<file path="src/design/mbpq_ram.sv">
// Single-port-write, single-port-read synchronous RAM with registered read data.
// Used for the bucket head table and the per-item link and mark table.
// Depends on nothing.
module mbpq_ram #(
  parameter int Depth = 256,
  parameter int Width = 13
) (
  input  logic                     clk_i,
  input  logic                     we_i,
  input  logic [$clog2(Depth)-1:0] waddr_i,
  input  logic [Width-1:0]         wdata_i,
  input  logic [$clog2(Depth)-1:0] raddr_i,
  output logic [Width-1:0]         rdata_o
);

  logic [Width-1:0] mem_q [Depth];

  // Write port
  always_ff @(posedge clk_i) begin
    if (we_i) begin
      mem_q[waddr_i] <= wdata_i;
    end
  end

  // Read port, registered read data
  always_ff @(posedge clk_i) begin
    rdata_o <= mem_q[raddr_i];
  end

endmodule

</file>
<file path="config.mk">
export PLATFORM = sky130hd
export DESIGN_NAME = mbpq_ram
export DESIGN_NICKNAME = d
export VERILOG_FILES = /design/src/design/mbpq_ram.sv
export SDC_FILE = /design/constraint.sdc
export NUM_CORES = 2
export LEC_CHECK = 0
export ABC_AREA = 1
export ABC_CLOCK_PERIOD_IN_PS = 4700
export BUFFER_PORTS_ARGS = -buffer_cell sky130_fd_sc_hd__buf_2
export CORE_MARGIN = 2
export CORE_UTILIZATION = 51
export DETAILED_ROUTE_END_ITERATION = 10
export PLACE_DENSITY = 0.66
export SYNTH_ARGS = -nofsm -noshare
export SYNTH_HDL_FRONTEND = slang
export SYNTH_SLANG_ARGS = --single-unit
</file>
<file path="constraint.sdc">
create_clock -name clk_i -period 4.7 [get_ports clk_i]
set_clock_uncertainty 0.2 [all_clocks]
set_input_delay 0.47 -clock clk_i [delete_from_list [all_inputs] [get_ports clk_i]]
set_output_delay 0.47 -clock clk_i [all_outputs]
set_load 0.005 [all_outputs]
</file>
==> impl_summary.txt <==
----------------------------------------------------
[Critical path]
  Critical Path End Type ... register
  Highest cell delay on the worst timing path ... 0.42 ns
  Cell family with most CP delay ... simple AND/OR/NAND/NOR gates
  Most frequent CP cell ... nand3_1
  CP max FO ... 95
  Startpoint types ... primary input
  Buf/Inv on CP ... 5
  Worst EP required ... 5.33 ns
  WS Path Type ... primary input to register
  Standard cell with the maximum stage delay on the critical path ... inv_16
  Cells traversed along the worst timing path ... buf_8 > inv_16 > buf_12 > buf_4 > buf_4 > nand2_1 > nand3_1 > nand3_1 > nand3_1 > nand3_1 > nand3_1 > nand3_1 > nand2_1 > nand2_1 > nand2_1
  WP data arrival ... 4.00 ns

[Drt]
  DRC violation count after routing ... 0
  First-pass detailed-route iteration total ... 6
  Via count ... 90,817
  Number of DRC markers after the initial detailed-route iteration ... 13,181
  Vias per cell ... 6.01
  Final WL ... 393,000 µm
  Antenna-violating nets left ... 0
  Average routed wire per standard cell ... 26.0 µm

[Logic synthesis]
  Yosys warning total ... 0
  Total of flip-flops plus latches after synthesis ... 3,341
  Yosys cell types ... 15
  Netlist area before placement ... 0.135 mm²
  Cell count after synthesis ... 11,136
  Post-Syn Nets ... 11,167
  Portion of the post-synthesis area used by sequential elements ... 74.4%
  Post-Syn Area per Cell ... 12.1 µm²

[Floorplan]
  Number of primary I/O pins ... 44
  Die extent in y ... 518 µm
  Placeable core region ... 0.263 mm²
  Overall die area ... 0.268 mm²
  Starting Density ... 51.3%
  Count of standard-cell rows ... 188
  Die Span X ... 518 µm

[Finish]
  Most common cell after layout, fill and taps aside ... nand2_1
  Layout filler cell count ... 20,904
  Commonest non-fill, non-tap cells in the layout ... nand2_1, edfxtp_1, nand3_1
  Area Growth Syn to Fin ... 12.6%
  Share of final-layout standard cells stronger than drive strength 1 ... 9.29%
  Post-layout net count ... 11,358
  Post-route cell area ... 0.152 mm²

[Power]
  Lkg Pwr ... 53.3 nW
  Peak supply drop ... 373 µV
  Power density normalized to cell area ... 417 mW/mm²

[Placement]
  Half-perimeter wire length after placement ... 229,000 µm
  Cell area reported after detailed placement ... 0.141 mm²
  Routability-driven placement congestion ratio ... 0.876
  Number of buffers inserted by port buffering ... 43

[GRT]
  Number of global-route vias before repair ... 86,282
  Global-route wire length before repair ... 575,000 µm
  Global Route Usage Sum ... 28.7%
  Antenna violations before repair ... 14
  Pin count of the biggest net entering global routing ... 139
  GRT Residual Overflow ... 0

[Clock network]
  Number of levels in the clock H-tree ... 5
  TritonCTS sink count ... 3,341
  Number of buffers on the longest clock path ... 4
  TritonCTS clock tree ... done
  Cell chosen for the clock root ... clkbuf_16
  Number of setup buffers added after CTS ... 0
  TritonCTS buffer count ... 344
  Clock Pin Slew Worst Setup and Hold Paths ... 0.06 ns
  Later-pin clock latency in the skew report ... 0.90 ns

[Job]
  Max Cap Viol ... 0

[Timing]
  Fin Hold WS ... 0.0826 ns
  Min cycle time layout ... 3.37 ns
  Final-report hold violation count ... 0
  Final sum of negative setup slack ... 0 ns
  Setup violation total in the final timing report ... 0
  Final period utilization ... 71.8%
  Setup repair after global routing missed its margin ... no
  Relative slew margins ... 15.4%
  Least-Margin Pin Slew ... 1.27 ns
  Maximum clock rate ... 296 MHz
  Final max-slew violation count ... 0

[Worst hold path]
  Worst hold path class ... primary input to register

[Outcome]
  Run status ... completed

----------------------------------------------------
## Yosys cell counts
| cell | n | area, µm² |
|---|---|---|
| nand3_1 | 3279 | 16400 |
| inv_1 | 33 | 124 |
| nand2_1 | 3428 | 12900 |
| inv_2 | 3 | 11.3 |
| buf_1 | 68 | 255 |
| buf_6 | 39 | 439 |
| buf_4 | 82 | 616 |
| edfxtp_1 | 3328 | 99900 |
| nor2_1 | 283 | 1060 |
| buf_8 | 2 | 30.0 |
| clkinv_1 | 2 | 7.51 |
| inv_4 | 1 | 6.26 |
| dfxtp_1 | 13 | 260 |
| clkbuf_1 | 153 | 574 |
| buf_2 | 422 | 2110 |
## worst reg2reg max path: stages (launching register included)
cell	delay, ns
edfxtp_1	0.32
nand2_1	0.05
nand3_1	0.11
nand3_1	0.11
nand3_1	0.14
nand3_1	0.27
nand3_1	0.27
nand3_1	0.39
nand2_1	0.34
nand2_1	0.23
nand2_1	0.14
## cells by family after synthesis
logic type,after synthesis,share of synthesized area [%]
flip-flops,3341,74.4
AND/OR/NAND/NOR,6990,22.5
buffers and inverters,805,3.10
## per-layer routing
layer	vias to the layer above	wire, µm	global-route usage, %
met3	823	38100	4.51
met5	-	27	0
met1	44806	152000	39.7
met4	4	19300	13.5
li1	40094	-	-
met2	5090	184000	44.8
## flip-flops by register name, indices dropped and copies added, names as in the netlist
register	flops
mem_q	3328
rdata_o	13
## through the flow
| step | utilization, % | std cells | setup slack (ns) | power [mW] |
|---|---|---|---|---|
| floorplan | - | 11136 | 2.32 | 35.5 |
| global placement | 53.6 | 14483 | 0.649 | 37.3 |
| detailed placement | 53.6 | 14483 | 0.630 | 37.4 |
| CTS | 57.8 | 15101 | 1.56 | 63.3 |
| global route | 57.8 | 15107 | 1.35 | 64.8 |
| finish | 57.8 | 15116 | 1.33 | 63.2 |
## path summary, 6_finish.rpt
check        cells after the start           to     startpoint  slack [ns]
max                             15  rdata_o[10]     raddr_i[0]        1.33
min reg2reg                     10   rdata_o[7]    mem_q[2][7]        0.80
max reg2reg                     10   rdata_o[7]  mem_q[235][7]        2.04
min                              3   rdata_o[8]     raddr_i[7]        0.08
## power by group
group | internal, mW | total [mW] | switching (mW)
logic | 0.952 | 3.95 | 3.00
registers | 32.8 | 32.9 | 0.0289
clock network | 15.2 | 26.4 | 11.2
## timing repair
| item | in CTS | in global routing |
|---|---|---|
| gates resized for setup | 0 | 0 |
| hold endpoints to repair | 552 | 0 |
| hold buffers | 13 | 0 |
## cell type report
type,count,area [µm²],area share [%]
antenna,15,37.5,0.0248
clock buffer,424,9020,5.95
tap,3515,4400,2.90
multi-input combinational,6990,30400,20.0
clock inverter,181,1680,1.11
inverter,39,188,0.124
sequential,3341,100000,66.1
timing repair buffer,611,5750,3.79
Power figures use the tool's default switching activity.
